`config.mk`:
```
export PLATFORM = sky130hd
export DESIGN_NAME = at_command_recognizer_queue_unit
export DESIGN_NICKNAME = d
export VERILOG_FILES = /design/src/hdl/atcrq_pkg.sv /design/src/hdl/atcrq_ram.sv /design/src/hdl/atcrq_line_matcher.sv /design/src/hdl/atcrq_cmd_queue.sv /design/src/hdl/at_command_recognizer_queue_unit.sv
export SDC_FILE = /design/constraint.sdc
export NUM_CORES = 1
export LEC_CHECK = 0
export ABC_AREA = 0
export BUFFER_PORTS_ARGS = -buffer_cell sky130_fd_sc_hd__buf_2
export CORE_AREA = 5 5 130 163
export DETAILED_ROUTE_END_ITERATION = 10
export DIE_AREA = 0 0 135 168
export PLACE_DENSITY = 0.47
export SLEW_MARGIN = 20
export SYNTH_ARGS = -nofsm -noshare
export SYNTH_HDL_FRONTEND = slang
export SYNTH_SLANG_ARGS = --single-unit
export TNS_END_PERCENT = 5
```
`constraint.sdc`:
```
create_clock -name aclk -period 3.4 [get_ports aclk]
set_input_delay 0.68 -clock aclk [delete_from_list [all_inputs] [get_ports aclk]]
set_output_delay 0.68 -clock aclk [all_outputs]
set_load 0.01 [all_outputs]
```
`src/hdl/atcrq_pkg.sv`:
```
// shared types, constants and keyword tables for the at command recognizer queue
// no dependencies
package atcrq_pkg;

    localparam int LINE_BUF_DEPTH_DEF = 64;
    localparam int QUEUE_DEPTH_DEF    = 16;

    localparam int CODE_W      = 4;
    localparam int BYTE_W      = 8;
    localparam int KW_COUNT    = 8;
    localparam int KW_MAX_LEN  = 5;
    localparam int KW_POS_W    = 3;

    typedef enum logic {
        REQ_BYTE = 1'b0,
        REQ_POP  = 1'b1
    } req_t;

    localparam logic [CODE_W-1:0] CMD_NONE  = 4'd0;
    localparam logic [CODE_W-1:0] CMD_ZERO  = 4'd8;

    localparam logic [BYTE_W-1:0] CHAR_NUL = 8'h00;
    localparam logic [BYTE_W-1:0] CHAR_NL  = 8'h0A;
    localparam logic [BYTE_W-1:0] CHAR_A   = "A";
    localparam logic [BYTE_W-1:0] CHAR_T   = "T";

    localparam logic [KW_COUNT-1:0] ALL_ALIVE = '1;

    // keyword text after "AT", index k gives command code k+1
    localparam logic [BYTE_W-1:0] KW_TEXT [KW_COUNT][KW_MAX_LEN] = '{
        '{"O", "N", 8'h00, 8'h00, 8'h00},
        '{"O", "F", "F", 8'h00, 8'h00},
        '{"S", "T", "A", "T", "E"},
        '{"P", "R", "I", "N", "T"},
        '{"R", "E", "S", "E", "T"},
        '{"R", "E", "A", "D", 8'h00},
        '{"P", "O", "W", "E", "R"},
        '{"Z", "E", "R", "O", 8'h00}
    };

    localparam logic [KW_POS_W-1:0] KW_LEN [KW_COUNT] = '{
        3'd2, 3'd3, 3'd5, 3'd5, 3'd5, 3'd4, 3'd5, 3'd4
    };

    typedef struct packed {
        logic              valid;
        logic [CODE_W-1:0] code;
    } push_t;

endpackage

```
`src/hdl/atcrq_ram.sv`:
```
// generic single write port, single read port ram with registered read
// write-first on a same-address collision; no dependencies
module atcrq_ram #(
    parameter int WIDTH = 4,
    parameter int DEPTH = 16
) (
    input  logic                     aclk,
    input  logic                     we,
    input  logic [$clog2(DEPTH)-1:0] waddr,
    input  logic [WIDTH-1:0]         wdata,
    input  logic [$clog2(DEPTH)-1:0] raddr,
    output logic [WIDTH-1:0]         rdata
);

    logic [WIDTH-1:0] mem [DEPTH];
    logic [WIDTH-1:0] rdata_reg;

    always_ff @(posedge aclk) begin
        if (we) begin
            mem[waddr] <= wdata;
        end
        if (we && (waddr == raddr)) begin
            rdata_reg <= wdata;
        end else begin
            rdata_reg <= mem[raddr];
        end
    end

    assign rdata = rdata_reg;

endmodule

```
`src/hdl/atcrq_line_matcher.sv`:
```
// streaming matcher for at command lines, one byte per step
// depends on atcrq_pkg
module atcrq_line_matcher #(
    parameter int LINE_BUF_DEPTH = atcrq_pkg::LINE_BUF_DEPTH_DEF
) (
    input  logic                              aclk,
    input  logic                              aresetn,
    input  logic                              step,
    input  logic [atcrq_pkg::BYTE_W-1:0]      rx_byte,
    output atcrq_pkg::push_t                  push
);

    localparam int POS_W = $clog2(LINE_BUF_DEPTH);

    logic [POS_W-1:0]                    pos_reg, pos_next;
    logic                                prev_a_reg, prev_a_next;
    logic                                at_reg, at_next;
    logic                                trunc_reg, trunc_next;
    logic [atcrq_pkg::KW_POS_W-1:0]      kpos_reg, kpos_next;
    logic [atcrq_pkg::KW_COUNT-1:0]      alive_reg, alive_next;
    logic [atcrq_pkg::CODE_W-1:0]        matched_reg, matched_next;
    logic                                pos_last;

    assign pos_last = (pos_reg == POS_W'(LINE_BUF_DEPTH - 1));

    always_comb begin
        logic [atcrq_pkg::CODE_W-1:0] nl_code;
        pos_next     = pos_reg;
        prev_a_next  = prev_a_reg;
        at_next      = at_reg;
        trunc_next   = trunc_reg;
        kpos_next    = kpos_reg;
        alive_next   = alive_reg;
        matched_next = matched_reg;
        push         = '0;
        nl_code      = pos_last ? atcrq_pkg::CMD_NONE : matched_reg;
        if (step) begin
            if (rx_byte == atcrq_pkg::CHAR_NL) begin
                push.valid = (nl_code != atcrq_pkg::CMD_NONE);
                push.code  = nl_code;
            end else if (!(trunc_reg || (matched_reg != atcrq_pkg::CMD_NONE))) begin
                if (rx_byte == atcrq_pkg::CHAR_NUL) begin
                    trunc_next = 1'b1;
                end else if (!at_reg) begin
                    if (prev_a_reg && (rx_byte == atcrq_pkg::CHAR_T)) begin
                        at_next    = 1'b1;
                        kpos_next  = '0;
                        alive_next = atcrq_pkg::ALL_ALIVE;
                    end else begin
                        prev_a_next = (rx_byte == atcrq_pkg::CHAR_A);
                    end
                end else if ((alive_reg != '0) &&
                             (kpos_reg < atcrq_pkg::KW_POS_W'(atcrq_pkg::KW_MAX_LEN))) begin
                    for (int k = 0; k < atcrq_pkg::KW_COUNT; k++) begin
                        if (alive_reg[k]) begin
                            if (atcrq_pkg::KW_TEXT[k][kpos_reg] != rx_byte) begin
                                alive_next[k] = 1'b0;
                            end else if ((kpos_reg + 1'b1) == atcrq_pkg::KW_LEN[k]) begin
                                matched_next = atcrq_pkg::CODE_W'(k + 1);
                            end
                        end
                    end
                    kpos_next = kpos_reg + 1'b1;
                end
            end
            // newline or position wrap starts a fresh line
            if ((rx_byte == atcrq_pkg::CHAR_NL) || pos_last) begin
                pos_next     = '0;
                prev_a_next  = 1'b0;
                at_next      = 1'b0;
                trunc_next   = 1'b0;
                kpos_next    = '0;
                alive_next   = atcrq_pkg::ALL_ALIVE;
                matched_next = atcrq_pkg::CMD_NONE;
            end else begin
                pos_next = pos_reg + 1'b1;
            end
        end
    end

    always_ff @(posedge aclk) begin
        if (!aresetn) begin
            pos_reg     <= '0;
            prev_a_reg  <= 1'b0;
            at_reg      <= 1'b0;
            trunc_reg   <= 1'b0;
            kpos_reg    <= '0;
            alive_reg   <= atcrq_pkg::ALL_ALIVE;
            matched_reg <= atcrq_pkg::CMD_NONE;
        end else begin
            pos_reg     <= pos_next;
            prev_a_reg  <= prev_a_next;
            at_reg      <= at_next;
            trunc_reg   <= trunc_next;
            kpos_reg    <= kpos_next;
            alive_reg   <= alive_next;
            matched_reg <= matched_next;
        end
    end

endmodule

```
`src/hdl/atcrq_cmd_queue.sv`:
```
// circular command queue, drops the oldest entry when full
// depends on atcrq_pkg and atcrq_ram
module atcrq_cmd_queue #(
    parameter int QUEUE_DEPTH = atcrq_pkg::QUEUE_DEPTH_DEF
) (
    input  logic                          aclk,
    input  logic                          aresetn,
    input  atcrq_pkg::push_t              push,
    input  logic                          pop,
    output logic [atcrq_pkg::CODE_W-1:0]  pop_code
);

    localparam int PTR_W = $clog2(QUEUE_DEPTH);

    logic [PTR_W-1:0]             head_reg, head_next;
    logic [PTR_W-1:0]             tail_reg, tail_next;
    logic [PTR_W-1:0]             head_inc, tail_inc;
    logic [PTR_W-1:0]             raddr;
    logic [atcrq_pkg::CODE_W-1:0] rdata;
    logic                         not_empty;

    assign head_inc  = (head_reg == PTR_W'(QUEUE_DEPTH - 1)) ? '0 : head_reg + 1'b1;
    assign tail_inc  = (tail_reg == PTR_W'(QUEUE_DEPTH - 1)) ? '0 : tail_reg + 1'b1;
    assign not_empty = (head_reg != tail_reg);

    always_comb begin
        head_next = head_reg;
        tail_next = tail_reg;
        if (push.valid) begin
            tail_next = tail_inc;
            if (tail_inc == head_reg) begin
                head_next = head_inc;
            end
        end else if (pop && not_empty) begin
            head_next = head_inc;
        end
    end

    // read data always tracks the entry at head
    assign raddr    = aresetn ? head_next : '0;
    assign pop_code = not_empty ? rdata : atcrq_pkg::CMD_NONE;

    atcrq_ram #(
        .WIDTH (atcrq_pkg::CODE_W),
        .DEPTH (QUEUE_DEPTH)
    ) u_store (
        .aclk  (aclk),
        .we    (push.valid),
        .waddr (tail_reg),
        .wdata (push.code),
        .raddr (raddr),
        .rdata (rdata)
    );

    always_ff @(posedge aclk) begin
        if (!aresetn) begin
            head_reg <= '0;
            tail_reg <= '0;
        end else begin
            head_reg <= head_next;
            tail_reg <= tail_next;
        end
    end

endmodule

```
`src/hdl/at_command_recognizer_queue_unit.sv`:
```
// at command recognizer queue, top level: input register, line matcher, queue, result register
// depends on atcrq_pkg, atcrq_line_matcher, atcrq_cmd_queue
// throughput: one transaction per cycle; a pop waits while the previous result is not taken
// a pop result reaches m_tdata via the input register and then the result register
// reset: synchronous, clears line state and queue pointers; stored codes are not cleared
module at_command_recognizer_queue_unit #(
    parameter int LINE_BUF_DEPTH = atcrq_pkg::LINE_BUF_DEPTH_DEF,
    parameter int QUEUE_DEPTH    = atcrq_pkg::QUEUE_DEPTH_DEF
) (
    input  logic       aclk,
    input  logic       aresetn,
    input  logic       s_tvalid,
    output logic       s_tready,
    input  logic [7:0] s_tdata,   // [7:0] rx_byte
    input  logic [0:0] s_tuser,   // [0] req_type
    output logic       m_tvalid,
    input  logic       m_tready,
    output logic [7:0] m_tdata    // [3:0] command_code, [7:4] zero
);

    logic                                 in_valid_reg, in_valid_next;
    atcrq_pkg::req_t                      in_req_reg;
    logic [atcrq_pkg::BYTE_W-1:0]         in_byte_reg;
    logic                                 out_valid_reg, out_valid_next;
    logic [atcrq_pkg::CODE_W-1:0]         out_code_reg;
    logic                                 s_accept;
    logic                                 fire;
    logic                                 byte_fire;
    logic                                 pop_fire;
    atcrq_pkg::push_t                     push;
    logic [atcrq_pkg::CODE_W-1:0]         pop_code;

    assign fire      = in_valid_reg &&
                       ((in_req_reg == atcrq_pkg::REQ_BYTE) || !out_valid_reg || m_tready);
    assign byte_fire = fire && (in_req_reg == atcrq_pkg::REQ_BYTE);
    assign pop_fire  = fire && (in_req_reg == atcrq_pkg::REQ_POP);
    assign s_tready  = !in_valid_reg || fire;
    assign s_accept  = s_tvalid && s_tready;

    always_comb begin
        in_valid_next = in_valid_reg;
        if (s_accept) begin
            in_valid_next = 1'b1;
        end else if (fire) begin
            in_valid_next = 1'b0;
        end
        out_valid_next = out_valid_reg;
        if (pop_fire) begin
            out_valid_next = 1'b1;
        end else if (m_tready) begin
            out_valid_next = 1'b0;
        end
    end

    always_ff @(posedge aclk) begin
        if (!aresetn) begin
            in_valid_reg  <= 1'b0;
            out_valid_reg <= 1'b0;
        end else begin
            in_valid_reg  <= in_valid_next;
            out_valid_reg <= out_valid_next;
        end
    end

    always_ff @(posedge aclk) begin
        if (s_accept) begin
            in_req_reg  <= atcrq_pkg::req_t'(s_tuser[0]);
            in_byte_reg <= s_tdata;
        end
        if (pop_fire) begin
            out_code_reg <= pop_code;
        end
    end

    atcrq_line_matcher #(
        .LINE_BUF_DEPTH (LINE_BUF_DEPTH)
    ) u_matcher (
        .aclk    (aclk),
        .aresetn (aresetn),
        .step    (byte_fire),
        .rx_byte (in_byte_reg),
        .push    (push)
    );

    atcrq_cmd_queue #(
        .QUEUE_DEPTH (QUEUE_DEPTH)
    ) u_queue (
        .aclk     (aclk),
        .aresetn  (aresetn),
        .push     (push),
        .pop      (pop_fire),
        .pop_code (pop_code)
    );

    assign m_tvalid = out_valid_reg;
    assign m_tdata  = {{(8 - atcrq_pkg::CODE_W){1'b0}}, out_code_reg};

`ifndef NO_ASSERTIONS
    a_result_from_pop: assert property (@(posedge aclk) disable iff (!aresetn)
        $rose(m_tvalid) |-> $past(in_valid_reg && (in_req_reg == atcrq_pkg::REQ_POP)))
        else $error("result appeared without a pop transaction");

    a_code_range: assert property (@(posedge aclk) disable iff (!aresetn)
        m_tvalid |-> (m_tdata[3:0] <= atcrq_pkg::CMD_ZERO))
        else $error("command code out of range");

    a_bytes_never_stall: assert property (@(posedge aclk) disable iff (!aresetn)
        (in_valid_reg && (in_req_reg == atcrq_pkg::REQ_BYTE)) |-> s_tready)
        else $error("byte transaction stalled the input");

    a_no_push_on_pop: assert property (@(posedge aclk) disable iff (!aresetn)
        pop_fire |-> !push.valid)
        else $error("push and pop in the same cycle");
`endif

endmodule

```
Yosys cells after proc, flatten, opt, wreduce, memory -nomap -nowiden
Memory sizes are Yosys's and may differ from the RTL's. A register that Yosys moved wholly into a read port is not among the register bits.
Cells that the tools add are included.
W data, S select, Z words.
{"block": "op_classes", "addsub": 4, "n_mul": 0, "div": 0, "magnitude_cmp": 2, "n_eq_ne": 26, "shifts": 0, "mux": 114, "bitwise": 2, "n_reduce_logical": 29}
{"operator": "$mux W8", "n": 23}
{"operator": "$mux W4", "n": 43}
{"operator": "$ne A8 B8 Y1", "n": 8}
{"operator": "$mux W1", "n": 38}
{"operator": "$mux W3", "n": 7}
{"operator": "$reduce_and A6 Y1", "n": 3}
{"operator": "$eq A8 B7 Y1 const B", "n": 2}
{"operator": "$mux W5", "n": 2}
{"operator": "$ne A2 B2 Y1 const B", "n": 5}
{"operator": "$reduce_bool A2 Y1", "n": 5}
{"operator": "$add A4 B1 Y4 const B", "n": 2}
{"operator": "$eq A4 B4 Y1 const B", "n": 2}
{"operator": "$eq A8 B4 Y1 const B", "n": 1}
{"operator": "$logic_not A8 Y1", "n": 1}
{"operator": "$reduce_and A4 Y1", "n": 2}
{"operator": "$reduce_bool A4 Y1", "n": 2}
{"operator": "$reduce_bool A8 Y1", "n": 1}
{"operator": "$logic_and A1 B1 Y1", "n": 7}
{"operator": "$add A6 B1 Y6 const B", "n": 1}
{"operator": "$eq A3 B2 Y1 const B", "n": 2}
{"operator": "$eq A3 B3 Y1 const B", "n": 2}
{"operator": "$eq A6 B6 Y1 const B", "n": 1}
{"operator": "$mux W6", "n": 1}
{"operator": "$logic_or A1 B1 Y1", "n": 5}
{"operator": "other kinds (10)", "n": 11}
{"block": "totals", "ff_bits": 47, "latchBits": 0, "ramBits": 64, "romBits": 512, "input_bits": 13, "out_inout_bits": 10, "wordCells": 200, "memories": 9}
{"name": "(no name shown)", "depth": 8, "word_bits": 8, "read_ports": 1, "rd_ports_with_merged_regs": 0, "write_ports": 0, "line": "atcrq_line_matcher.sv:56", "rtl": "if (atcrq_pkg::KW_TEXT[k][kpos_reg] != rx_byte) begin"}
{"name": "(no name shown)", "depth": 8, "word_bits": 8, "read_ports": 1, "rd_ports_with_merged_regs": 0, "write_ports": 0, "line": "atcrq_line_matcher.sv:56"}
{"name": "(no name shown)", "depth": 8, "word_bits": 8, "read_ports": 1, "rd_ports_with_merged_regs": 0, "write_ports": 0, "line": "atcrq_line_matcher.sv:56"}
{"name": "(no name shown)", "depth": 8, "word_bits": 8, "read_ports": 1, "rd_ports_with_merged_regs": 0, "write_ports": 0, "line": "atcrq_line_matcher.sv:56"}
{"name": "(no name shown)", "depth": 8, "word_bits": 8, "read_ports": 1, "rd_ports_with_merged_regs": 0, "write_ports": 0, "line": "atcrq_line_matcher.sv:56"}
{"name": "(no name shown)", "depth": 8, "word_bits": 8, "read_ports": 1, "rd_ports_with_merged_regs": 0, "write_ports": 0, "line": "atcrq_line_matcher.sv:56"}
{"name": "3 more memories"}

Depth between registers and ports, before layout
Gate-level depths: netlist of the first run.
{"block": "depth", "depth_word": 40, "mapped_depth": 10, "ltp_nobuf": 9}

Modules after synthesis
Synthesis of the first run repeated with hierarchy kept, for this count alone.
{"block": "hier_totals", "cells_unflattened": 514, "hier_area_um2": 5935.7}
{"module": "atcrq_ram", "n_inst": 1, "cells_each": 130, "area_each_um2": 2666.3, "seq_area_each_um2": 2001.9}
{"module": "atcrq_line_matcher", "n_inst": 1, "cells_each": 283, "area_each_um2": 2108.3, "seq_area_each_um2": 480.5}
{"module": "atcrq_cmd_queue", "n_inst": 1, "cells_each": 72, "area_each_um2": 623.1, "seq_area_each_um2": 160.2}
{"module": "at_command_recognizer_queue_unit", "n_inst": 1, "cells_each": 29, "area_each_um2": 538.0, "seq_area_each_um2": 430.4}

Worst setup path before layout of the first run
Ideal clock, no wire load.
{"block": "synth_timing", "kind": "register to register", "start": "register u_matcher.kpos_reg[0] in the netlist's numbering", "end": "register u_matcher.matched_reg[0] in the netlist's numbering", "setup_ns": 0.122, "t_arrival_ns": 2.302, "t_required_ns": 3.278, "slack_ns": 0.976, "path_stages_with_launch": 10, "n_path_buf": 1, "synth_period_minus_slack_ns": 2.424, "cell_sequence": "dfxtp_1 > buf_2 > inv_1 > ha_1 > nor2b_1 > a2111oi_4 > nand4_1 > o2bb2ai_1 > a2111oi_2 > a311o_1"}
{"block": "synth_via", "elab_chain_cells": 40, "word_cells_on_any_way": 78, "classes_between": "add/sub: 1; order compare: 1; eq/ne: 12; mux: 52; bitwise: 1; reduce/logical: 3; memory: 8"}
{"element": "from (decl)", "line": "atcrq_line_matcher.sv:19", "rtl": "logic [atcrq_pkg::KW_POS_W-1:0] kpos_reg, kpos_next;"}
{"element": "from (signal assigned)", "line": "atcrq_line_matcher.sv:95", "rtl": "kpos_reg <= kpos_next;"}
{"element": "$not A3 Y4 (implied by the code)", "line": "atcrq_line_matcher.sv:56"}
{"element": "$mem_v2 Z8 W8"}
{"element": "$mux W8 (implied by the code) (2 in a row)", "line": "atcrq_line_matcher.sv:56"}
{"element": "$ne A8 B8 Y1", "line": "atcrq_line_matcher.sv:56"}
{"element": "$mux W4", "line": "atcrq_line_matcher.sv:56"}
{"element": "$mux W4", "line": "atcrq_line_matcher.sv:55", "rtl": "if (alive_reg[k]) begin"}
{"element": "$mux W4", "line": "atcrq_line_matcher.sv:58", "rtl": "end else if ((kpos_reg + 1'b1) == atcrq_pkg::KW_LEN[k]) begin"}
{"element": "$mux W4", "line": "atcrq_line_matcher.sv:56"}
{"element": "[23 not listed]"}
{"element": "$mux W4", "line": "atcrq_line_matcher.sv:56"}
{"element": "$mux W4", "line": "atcrq_line_matcher.sv:55"}
{"element": "$mux W4", "line": "atcrq_line_matcher.sv:52", "rtl": "end else if ((alive_reg != '0) &&"}
{"element": "$mux W4", "line": "atcrq_line_matcher.sv:44", "rtl": "end else if (!at_reg) begin"}
{"element": "$mux W4", "line": "atcrq_line_matcher.sv:42", "rtl": "if (rx_byte == atcrq_pkg::CHAR_NUL) begin"}
{"element": "$mux W4", "line": "atcrq_line_matcher.sv:41", "rtl": "end else if (!(trunc_reg || (matched_reg != atcrq_pkg::CMD_NONE))) begin"}
{"element": "$mux W4", "line": "atcrq_line_matcher.sv:38", "rtl": "if (rx_byte == atcrq_pkg::CHAR_NL) begin"}
{"element": "$mux W4", "line": "atcrq_line_matcher.sv:67", "rtl": "if ((rx_byte == atcrq_pkg::CHAR_NL) || pos_last) begin"}
{"element": "to (signal assigned)", "line": "atcrq_line_matcher.sv:89", "rtl": "matched_reg <= atcrq_pkg::CMD_NONE;"}
{"element": "to (signal assigned)", "line": "atcrq_line_matcher.sv:97", "rtl": "matched_reg <= matched_next;"}
{"element": "to (decl)", "line": "atcrq_line_matcher.sv:21", "rtl": "logic [atcrq_pkg::CODE_W-1:0] matched_reg, matched_next;"}
Several ways; a longest one is shown, not always the timed one. The select of a mux whose other input is x is not followed.
A chain may end at the register's enable or synchronous reset.

Worst setup path in the final report of the first run
{"block": "layout_timing", "start": "register in_byte_reg[0] in the netlist's numbering", "end": "memory u_queue.u_store.mem[1][3] (enable)"}
{"block": "layout_via", "elab_chain_cells": 5}
{"element": "from (decl)", "line": "at_command_recognizer_queue_unit.sv:23", "rtl": "logic [atcrq_pkg::BYTE_W-1:0] in_byte_reg;"}
{"element": "from (signal assigned)", "line": "at_command_recognizer_queue_unit.sv:68", "rtl": "in_byte_reg <= s_tdata;"}
{"element": "$eq A8 B4 Y1", "line": "atcrq_line_matcher.sv:38"}
{"element": "$mux W5", "line": "atcrq_line_matcher.sv:38"}
{"element": "$mux W5", "line": "atcrq_line_matcher.sv:37", "rtl": "if (step) begin"}
{"element": "$mux W1", "line": "atcrq_ram.sv:19", "rtl": "if (we) begin"}
{"element": "$mux W1 (implied by the code)", "line": "atcrq_ram.sv:20", "rtl": "mem[waddr] <= wdata;"}
{"element": "to (decl)", "line": "atcrq_ram.sv:15", "rtl": "logic [WIDTH-1:0] mem [DEPTH];"}
No other way between the ends.

==> results of run 1 <==
## worst max path at each step
stage	to	slack, ps	cells after the start
finish	u_queue.u_store.mem[1][3]	650	5
global route	u_queue.u_store.mem[0][1]	450	5
CTS	u_queue.u_store.mem[0][1]	620	5
detailed placement	u_queue.u_store.mem[0][2]	600	5
global placement	u_queue.u_store.mem[1][0]	720	5
floorplan	u_matcher.matched_reg[0]	980	9
## tightest hold or removal path: stages (launching register included)
cell	delay, ps
dfxtp_1	330
nand2_1	60
a21oi_1	50
## layer usage
metal,vias up,track usage,share of wire
met2,68,0.2229,0.52
met4,0,0.06006,0.033
met1,1948,0.1489,0.42
met3,24,0.02418,0.026
li1,1858,-,-
met5,-,0,0
## area by class of cell
cell class                      instances  area [sq um]  share of cell area
Tap cell                              265         331.6             0.05177
Inverter                               12         45.04            0.007033
Clock inverter                          7         93.84             0.01465
Multi-Input combinational cell        335          2529              0.3948
Sequential cell                       111          2993              0.4673
Clock buffer                            9         225.2             0.03516
Timing Repair Buffer                   31         187.7             0.02930
## placed cells by master, fill, tap and decap left out, types with 3 or more instances in the layout
cell type  count
a21oi_1       20
a2bb2oi_1      5
a311o_1        3
a31oi_1        3
and2_1         7
and3_1         5
buf_2         18
buf_4         13
clkbuf_16      9
clkinv_8       3
conb_1         4
dfxtp_1       34
edfxtp_1      77
ha_1          15
inv_1         11
mux2i_1        5
mux4_2        20
nand2_1       35
nand2b_1      11
nand3_1       11
nand4_1       12
nor2_1        47
nor2b_1       14
nor3_1        11
o211ai_1       3
o21ai_0       19
o22a_1         4
o31ai_1        3
or3_1          3
or4_1          6
xnor2_1        6
xor2_1        12
## stage by stage
stage / setup slack (ps) / total power (uW)
2_1_floorplan: 976.0 / 1542
3_3_place_gp: 722.7 / 1569
3_5_place_dp: 597.1 / 1570
4_1_cts: 616.9 / 2651
6_report: 654.5 / 2617
5_1_grt: 445.2 / 2720
## power by group through the flow
stage	clock network (uW)	registers [uW]	logic (uW)
6_report	1080	1450	90.0
5_1_grt	1170	1450	99.1
4_1_cts	1110	1450	90.8
3_5_place_dp	0	1480	90.3
3_3_place_gp	0	1480	89.6
2_1_floorplan	0	1480	65.3
## logic make-up after synthesis
group | share of synthesized area
and+or+nand+nor | 0.1782
DFF | 0.5257
AOI/OAI and AO/OA | 0.1147
buffers and inverters | 0.03209
muxes | 0.08791
xor gates and xnor gates | 0.02769
adders and majority gates | 0.03297
other | 0.0006587
==> results.ini, run 1 <==
[detailed_routing]
drtPass1Iterations=4
drc=0
routed-via-count=3898
drtIter0Drc=241
wl_per_cell_um=18.08
ant_nets=0
drt-total-wl_um=13920
vias_per_cell=5.062

[yosys]
synthArstFlopShare=0
yosysUniqueCellTypes=75
netlist_area_sq_mm=0.005693
ys_seq_area_frac=0.5257
synth.avg_cell_area_sq_um=11.81
synthCells=482
ys_top_cells_by_area=edfxtp_1, dfxtp_1, mux4_2
synth_seq_cells=111
yosys-top-cells-count=edfxtp_1, nor2_1, nand2_1
synth_most_common_cell=edfxtp_1
synth_ff_type=edfxtp_1
yosysTopAreaCell=edfxtp_1
yosys_warnings=0
synth_top_area_share=0.4062
synth-edff-count=77

[cells_and_area]
diodes=0
fin_util=0.3314
largest_reg_flops=64
drive_gt1_frac=0.1624
area_delta_synth_final_pct=12.51
nets=528
finish.instance_area_sq_mm=0.006405
fin_cells=770
fillCellCount=1951

[min_path]
min-delay-start=u_matcher.pos_reg[1]
hold_depth=2
min_to=u_matcher.pos_reg[1]
hold_class=reg2reg

[sta]
fmax_mhz=364.2
timing.hold.ws_ps=483.3
report.final.slew_viol_count=0
slew_headroom=0.3676
fin_setup_tns_ps=0
rsz0062_at_grt=no
worst_pin_slew_ps=944.2
fin_worst_skew_ps=15.07
fin_crit_sh=0.8075
finalCriticalPeriod_ps=2746
hold_viol=0
finalSetupViolCount=0

[grt]
grt_use_total=0.1271
grt.overflow.total=0
grt_pass1_wl_um=22310
grt_max_degree=24
antenna_found_initial=0
grt_pass1_vias=3944

[critical_path]
crit_arrival_ps=2740
worstSetupPathType=reg2reg
r2r_end=u_queue.u_store.mem[1][3]
reg2reg_from=in_byte_reg[0]
endpoint_kind=register
critical_path.cell_chain=nor4_4 -> nand4_4 -> nor3_4 -> nand2_1 -> nor3_1
cp-start-kind=register
critical_path.max_stage_delay_ps=570
reg2reg_slack_ps=650
cp-startpoint=in_byte_reg[0]
timing.critical_path.buf_inv=0
crit_required_ps=3400
critPathMaxFanout=11
r2r_cells=5
crit_family=simple AND/OR/NAND/NOR gates
cp_slowest_cell=edfxtp_1

[clock_network]
cts_resized=0
clkLatencyLatePin_ps=360
htreeDepth=3
clk_pin_slew_ps=80
cts.sinks=111
numCtsBuffers=9
cts-root-buf=clkbuf_16
holdBufCountCts=0
cts_max_path_buffers=2
post_cts_buffers=0
tritoncts=yes

[place]
place.gp.congestion=0.8759
io_buffers=18
place_area_sq_mm=0.006086
hpwl_um=10190
dp_cells=754

[die]
dieArea_sq_mm=0.02268
rows=57
core-area_sq_mm=0.01933
num_io_pins=23
start_util=0.2946
fp.dieH_um=168
die_x_um=135

[power]
pwr-share-comb=0.034
clockPowerShare=0.412
power_switching_uw=612.4
power_frac_seq=0.553
powerDensity_mw_per_mm2=408.6
vdd_drop_max_mv=0.2008
p_sw_frac=0.2340
p_leak_uw=0.002024
power.internal_uw=2005

[run_status]
status=finished clean

[job]
cap_violations=0

No activity file was read; power rests on OpenSTA's default activity.
==> run 2, diff against run 1 <==
==> constraint.sdc (replaced) <==
create_clock -name aclk -period 2.77 [get_ports aclk]
set_input_delay 0.554 -clock aclk [delete_from_list [all_inputs] [get_ports aclk]]
set_output_delay 0.554 -clock aclk [all_outputs]
set_load 0.01 [all_outputs]
==> results.ini, run 2 (synthesized netlist as in run 1, its figures left out) <==
[run_status]
status=finished clean

[cells_and_area]
seqCellArea_sq_mm=0.002994  ; about the same
area_delta_synth_final_pct=13.60
drive_gt1_frac=0.1774  ; +0.01501
diodes=0  ; unchanged
final_common_cell=edfxtp_1
nets=536  ; +1.5%
fillCellCount=1955  ; +0.21%
largest_reg_flops=64  ; unchanged
mostFrequentLayoutCells=edfxtp_1, nor2_1, nand2_1
multi_input_area_sq_mm=0.002529  ; unchanged
fin_cells=778  ; +1.0%
fin_util=0.3346  ; +0.003237

[critical_path]
crit_required_ps=3020  ; -380 ps
worstSetupPathType=reg2reg
critPathMaxFanout=7  ; -4
critical_path.max_stage_delay_ps=490  ; -80 ps
critical_path.cell_chain=inv_1 -> buf_4 -> ha_1 -> nor2b_1 -> o211a_1 -> o2111ai_1 -> o21ai_0 -> a311o_1
crit_family=compound AO/OA/AOI/OAI gates
timing.critical_path.buf_inv=2  ; +2
cp-start-kind=register
crit_arrival_ps=2770  ; +30 ps
cp_slowest_cell=dfxtp_1
endpoint_kind=register

[detailed_routing]
wl_per_cell_um=17.56  ; -2.9%
drtPass1Iterations=4  ; unchanged
drtIter0Drc=342  ; +42%
dr_wl_met3_um=365  ; +1.7%
drt-met1-wl_um=5795  ; -0.14%
drc=0  ; unchanged
top_layer_used=met4
drt-total-wl_um=13660  ; -1.9%
wl_met2_um=7199  ; -1.3%
ant_nets=0  ; unchanged
routed-via-count=3874  ; -0.62%
vias_per_cell=4.979  ; -1.6%

[sta]
rsz0062_at_grt=no
hold_viol=0  ; unchanged
worst_pin_slew_ps=925.7  ; -18.50 ps
fin_crit_sh=0.9113  ; +0.1038
fin_worst_skew_ps=15.65  ; +0.5764 ps
finalSetupViolCount=0  ; unchanged
slew_headroom=0.3800  ; +0.01239
report.final.slew_viol_count=0  ; unchanged
timing.hold.ws_ps=364.8  ; -118.5 ps
fmax_mhz=396.2  ; +8.8%
finalCriticalPeriod_ps=2524  ; -221.3 ps
fin_setup_tns_ps=0  ; unchanged

[min_path]
hold_class=in2reg

[grt]
grt_max_degree=27  ; +13%
grt_use_total=0.1242  ; -0.002957
antenna_found_initial=0  ; unchanged
grt.overflow.total=0  ; unchanged
grt_pass1_vias=3918  ; -0.66%
grt_pass1_wl_um=21820  ; -2.2%

[die]
die_x_um=135  ; unchanged
core-area_sq_mm=0.01933  ; unchanged
start_util=0.2946  ; unchanged
num_io_pins=23  ; unchanged
dieArea_sq_mm=0.02268  ; unchanged
rows=57  ; unchanged
fp.dieH_um=168  ; unchanged

[power]
total_power_uw=3190  ; +22%
powerDensity_mw_per_mm2=493.3  ; +21%
vdd_drop_max_mv=0.3526  ; +76%
p_leak_uw=0.001954  ; -3.4%

[clock_network]
tritoncts=yes
post_cts_buffers=0  ; unchanged
htreeDepth=3  ; unchanged
cts_resized=0  ; unchanged
cts.sinks=111  ; unchanged
numCtsBuffers=9  ; unchanged
clk_pin_slew_ps=80  ; about the same
cts_max_path_buffers=2  ; unchanged
clkLatencyLatePin_ps=360  ; about the same
cts-root-buf=clkbuf_16
holdBufCountCts=0  ; unchanged

[place]
dp_cells=762  ; +1.1%
place.gp.congestion=0.8387  ; -4.2%
hpwl_um=10080  ; -1.2%
io_buffers=18  ; unchanged

[job]
cap_violations=0  ; unchanged

[run 2: changes by cell type in the layout (fill, tap and decap cells not counted), sizes merged]
| cell | delta |
|---|---|
| buf | +8 |
| clkinvlp | +1 |
| clkinv | -1 |
[run 2: final timing paths]
check,from,endpoint,slack (ps),depth (start not counted)
setup / recovery,u_matcher.kpos_reg[0],u_matcher.matched_reg[0],250,8
hold / removal,s_tdata[1],in_byte_reg[1],360,1
setup reg to reg,u_matcher.kpos_reg[0],u_matcher.matched_reg[0],250,8
hold reg to reg,u_matcher.matched_reg[2],u_matcher.matched_reg[2],490,2
[run 2: area by class of cell]
type                       instances  share of cell area
sequential                       111              0.4630
inverter                          12            0.006965
timing repair buffer              39             0.04024
tap                              265             0.05127
clock inverter                     7             0.01277
clock buffer                       9             0.03482
multi-input combinational        335              0.3910
[run 2: through the flow]
stage	area [sq um]	setup slack [ps]
after floorplan	5704	346.0
after global placement	6158	341.6
after detailed placement	6158	285.3
after CTS	6466	253.7
after global routing	6467	88.24
final	6467	245.8
[run 2: where the power goes]
| part | internal (uW) | switching, uW |
|---|---|---|
| registers | 1760 | 16.7 |
| clock network | 646 | 651 |
| logic | 41.6 | 70.5 |
[run 2: per-layer routing]
layer  GRT usage  up-vias
li1            -     1879
met1      0.1498     1913
met2      0.2188       63
met3     0.02030       19
met4     0.05129        0
met5           0        -
[run 2: worst register-to-register path, delay by kind of cell (launching register included)]
| kind | cells | cell delay [ps] |
|---|---|---|
| AO/OA/AOI/OAI | 4 | 1160 |
| AND/OR/NAND/NOR | 1 | 180 |
| adder cells (fa/ha/maj) | 1 | 310 |
| buffers and inverters | 2 | 280 |
| flip-flops | 1 | 490 |
==> run 3, diff against run 2 <==
--- a/config.mk
+++ b/config.mk
@@ -8,9 +8,11 @@
 export ABC_AREA = 0
 export BUFFER_PORTS_ARGS = -buffer_cell sky130_fd_sc_hd__buf_2
 export CORE_AREA = 5 5 130 163
+export CTS_BUF_LIST = sky130_fd_sc_hd__clkbuf_2
 export DETAILED_ROUTE_END_ITERATION = 10
 export DIE_AREA = 0 0 135 168
 export PLACE_DENSITY = 0.47
+export RECOVER_POWER = 100
 export SLEW_MARGIN = 20
 export SYNTH_ARGS = -nofsm -noshare
 export SYNTH_HDL_FRONTEND = slang
==> results.ini, run 3 (synthesized netlist as in run 1, its figures left out) <==
[cells_and_area]
final_common_cell=edfxtp_1
area_delta_synth_final_pct=11.34
fin_cells=788  ; +1.3%
finish.instance_area_sq_mm=0.006339  ; -2.0%
mostFrequentLayoutCells=edfxtp_1, nor2_1, nand2_1
largest_reg_flops=64  ; unchanged
nets=545  ; +1.7%
drive_gt1_frac=0.1475  ; -0.02988
fin_util=0.3280  ; -0.006668

[sta]
rsz0062_at_grt=no
worst_pin_slew_ps=937.5  ; +11.76 ps
fin_setup_tns_ps=0  ; unchanged
finalSetupViolCount=0  ; unchanged
fmax_mhz=387.2  ; -2.3%
fin_worst_skew_ps=72.94  ; +57.29 ps
fin_crit_sh=0.9324  ; +0.02109
hold_viol=0  ; unchanged
timing.hold.ws_ps=102.1  ; -262.7 ps
finalCriticalPeriod_ps=2583  ; +58.42 ps
report.final.slew_viol_count=0  ; unchanged
slew_headroom=0.3721  ; -0.007877

[place]
io_buffers=18  ; unchanged
place_area_sq_mm=0.006158  ; unchanged
dp_cells=762  ; unchanged
hpwl_um=10080  ; unchanged
place.gp.congestion=0.8387  ; unchanged

[grt]
grt_max_degree=27  ; unchanged
grt_use_total=0.1250  ; +0.0008391
grt.overflow.total=0  ; unchanged
grt_pass1_vias=3931  ; +0.33%
grt_pass1_wl_um=21980  ; +0.76%
antenna_found_initial=1  ; +1

[die]
fp.dieH_um=168  ; unchanged
rows=57  ; unchanged
core-area_sq_mm=0.01933  ; unchanged
die_x_um=135  ; unchanged
num_io_pins=23  ; unchanged
start_util=0.2946  ; unchanged
dieArea_sq_mm=0.02268  ; unchanged

[critical_path]
crit_arrival_ps=3190  ; +420 ps
r2r_end=u_matcher.matched_reg[1]
reg2reg_from=u_matcher.kpos_reg[0]
crit_required_ps=3370  ; +350 ps
worstSetupPathType=reg2reg
r2r_cells=9  ; +1
endpoint_kind=register
cp-start-kind=register
critPathMaxFanout=7  ; unchanged
reg2reg_slack_ps=190  ; -60 ps

[detailed_routing]
wl_per_cell_um=17.51  ; -0.29%
drtIter0Drc=324  ; -5.3%
routed-via-count=3967  ; +2.4%
drtPass1Iterations=7  ; +3
vias_per_cell=5.034  ; +1.1%
drt-total-wl_um=13800  ; +0.99%
drc=0  ; unchanged
ant_nets=0  ; unchanged

[clock_network]
clkLatencyLatePin_ps=640  ; +280 ps
cts.sinks=111  ; unchanged
cts_max_path_buffers=2  ; unchanged
htreeDepth=3  ; unchanged
clk_pin_slew_ps=360  ; +280 ps
cts-root-buf=clkbuf_2
numCtsBuffers=9  ; unchanged
tritoncts=yes

[power]
p_leak_uw=0.001871  ; -4.3%
vdd_drop_max_mv=0.3010  ; -15%
powerDensity_mw_per_mm2=420.2  ; -15%

[min_path]
hold_class=in2reg
min_to=in_valid_reg
hold_depth=3  ; +2
min-delay-start=s_tvalid

[job]
cap_violations=0  ; unchanged

[run_status]
status=finished clean

==> run 3: cell count changes in the layout (fill, tap and decap cells not counted), moves of 4 or more <==
cell	delta
buf_4	-8
clkbuf_16	-9
dlygate4sd3_1	+9
buf_2	-6
and2_1	-4
clkbuf_2	+11
clkbuf_1	+12
and2_0	+4
==> run 3: how the worst max path moves through the flow <==
stage          slack, ps  cells after the start                  start                        to
3_3_place_gp         340                      9  u_matcher.kpos_reg[0]  u_matcher.matched_reg[1]
4_1_cts              180                      8  u_matcher.kpos_reg[1]  u_matcher.matched_reg[0]
3_5_place_dp         290                      8  u_matcher.kpos_reg[1]  u_matcher.matched_reg[0]
6_report             190                      9  u_matcher.kpos_reg[0]  u_matcher.matched_reg[1]
5_1_grt               20                      8  u_matcher.kpos_reg[0]  u_matcher.matched_reg[0]
2_1_floorplan        350                      9  u_matcher.kpos_reg[0]  u_matcher.matched_reg[0]
==> run 3: metal layers <==
metal	global-route usage	share of wire	wire (um)	vias to the layer above
met5	0	0	0	-
met4	0.04998	0.032	443	0
met3	0.02030	0.034	472	27
met2	0.2219	0.52	7170	93
met1	0.1503	0.41	5709	1943
li1	-	-	-	1904
==> run 3: timing repair <==
| action | 4_1_cts | 5_1_grt |
|---|---|---|
| hold buffers | 9 | 0 |
| endpoints found under the setup margin | 0 | 1 |
| gates resized for setup | 0 | 1 |
| endpoints found under the hold margin | 9 | 0 |
| setup buffers | 0 | 0 |
==> run 3: per-stage QoR <==
| stage | total power (uW) | setup slack, ps |
|---|---|---|
| global placement | 1931 | 341.6 |
| CTS | 2706 | 182.0 |
| detailed placement | 1931 | 285.3 |
| global route | 2783 | 20.46 |
| finish | 2664 | 187.3 |
| floorplan | 1893 | 346.0 |
==> run 3: critical path, cell delays in order, from the launching register on <==
cell and delay, ps:
dfxtp_1 570, inv_1 100, clkbuf_2 170, ha_1 320, nor2b_1 170, o211a_1 210
o2111ai_1 390, a21oi_1 140, a2111o_1 390, nand3_1 80
==> run 3: cell type report <==
| cell class | instances | area, sq um |
|---|---|---|
| clock inverters | 7 | 82.58 |
| flip-flops and latches | 111 | 2994 |
| multi-input cells | 335 | 2522 |
| clock buffers | 9 | 45.04 |
| fillers | 1977 | 12990 |
| repair buffers | 48 | 315.3 |
| well taps | 265 | 331.6 |
| inverters | 12 | 45.04 |
| diodes | 1 | 2.502 |
==> run 3: where the power goes <==
| part | total, uW | leakage, uW | internal (uW) | switching (uW) |
|---|---|---|---|---|
| logic | 121 | 0.000948 | 48.7 | 72.7 |
| registers | 1790 | 0.000851 | 1770 | 16.7 |
| clock network | 756 | 0.0000718 | 157 | 599 |
| total | 2660 | 0.00187 | 1980 | 689 |
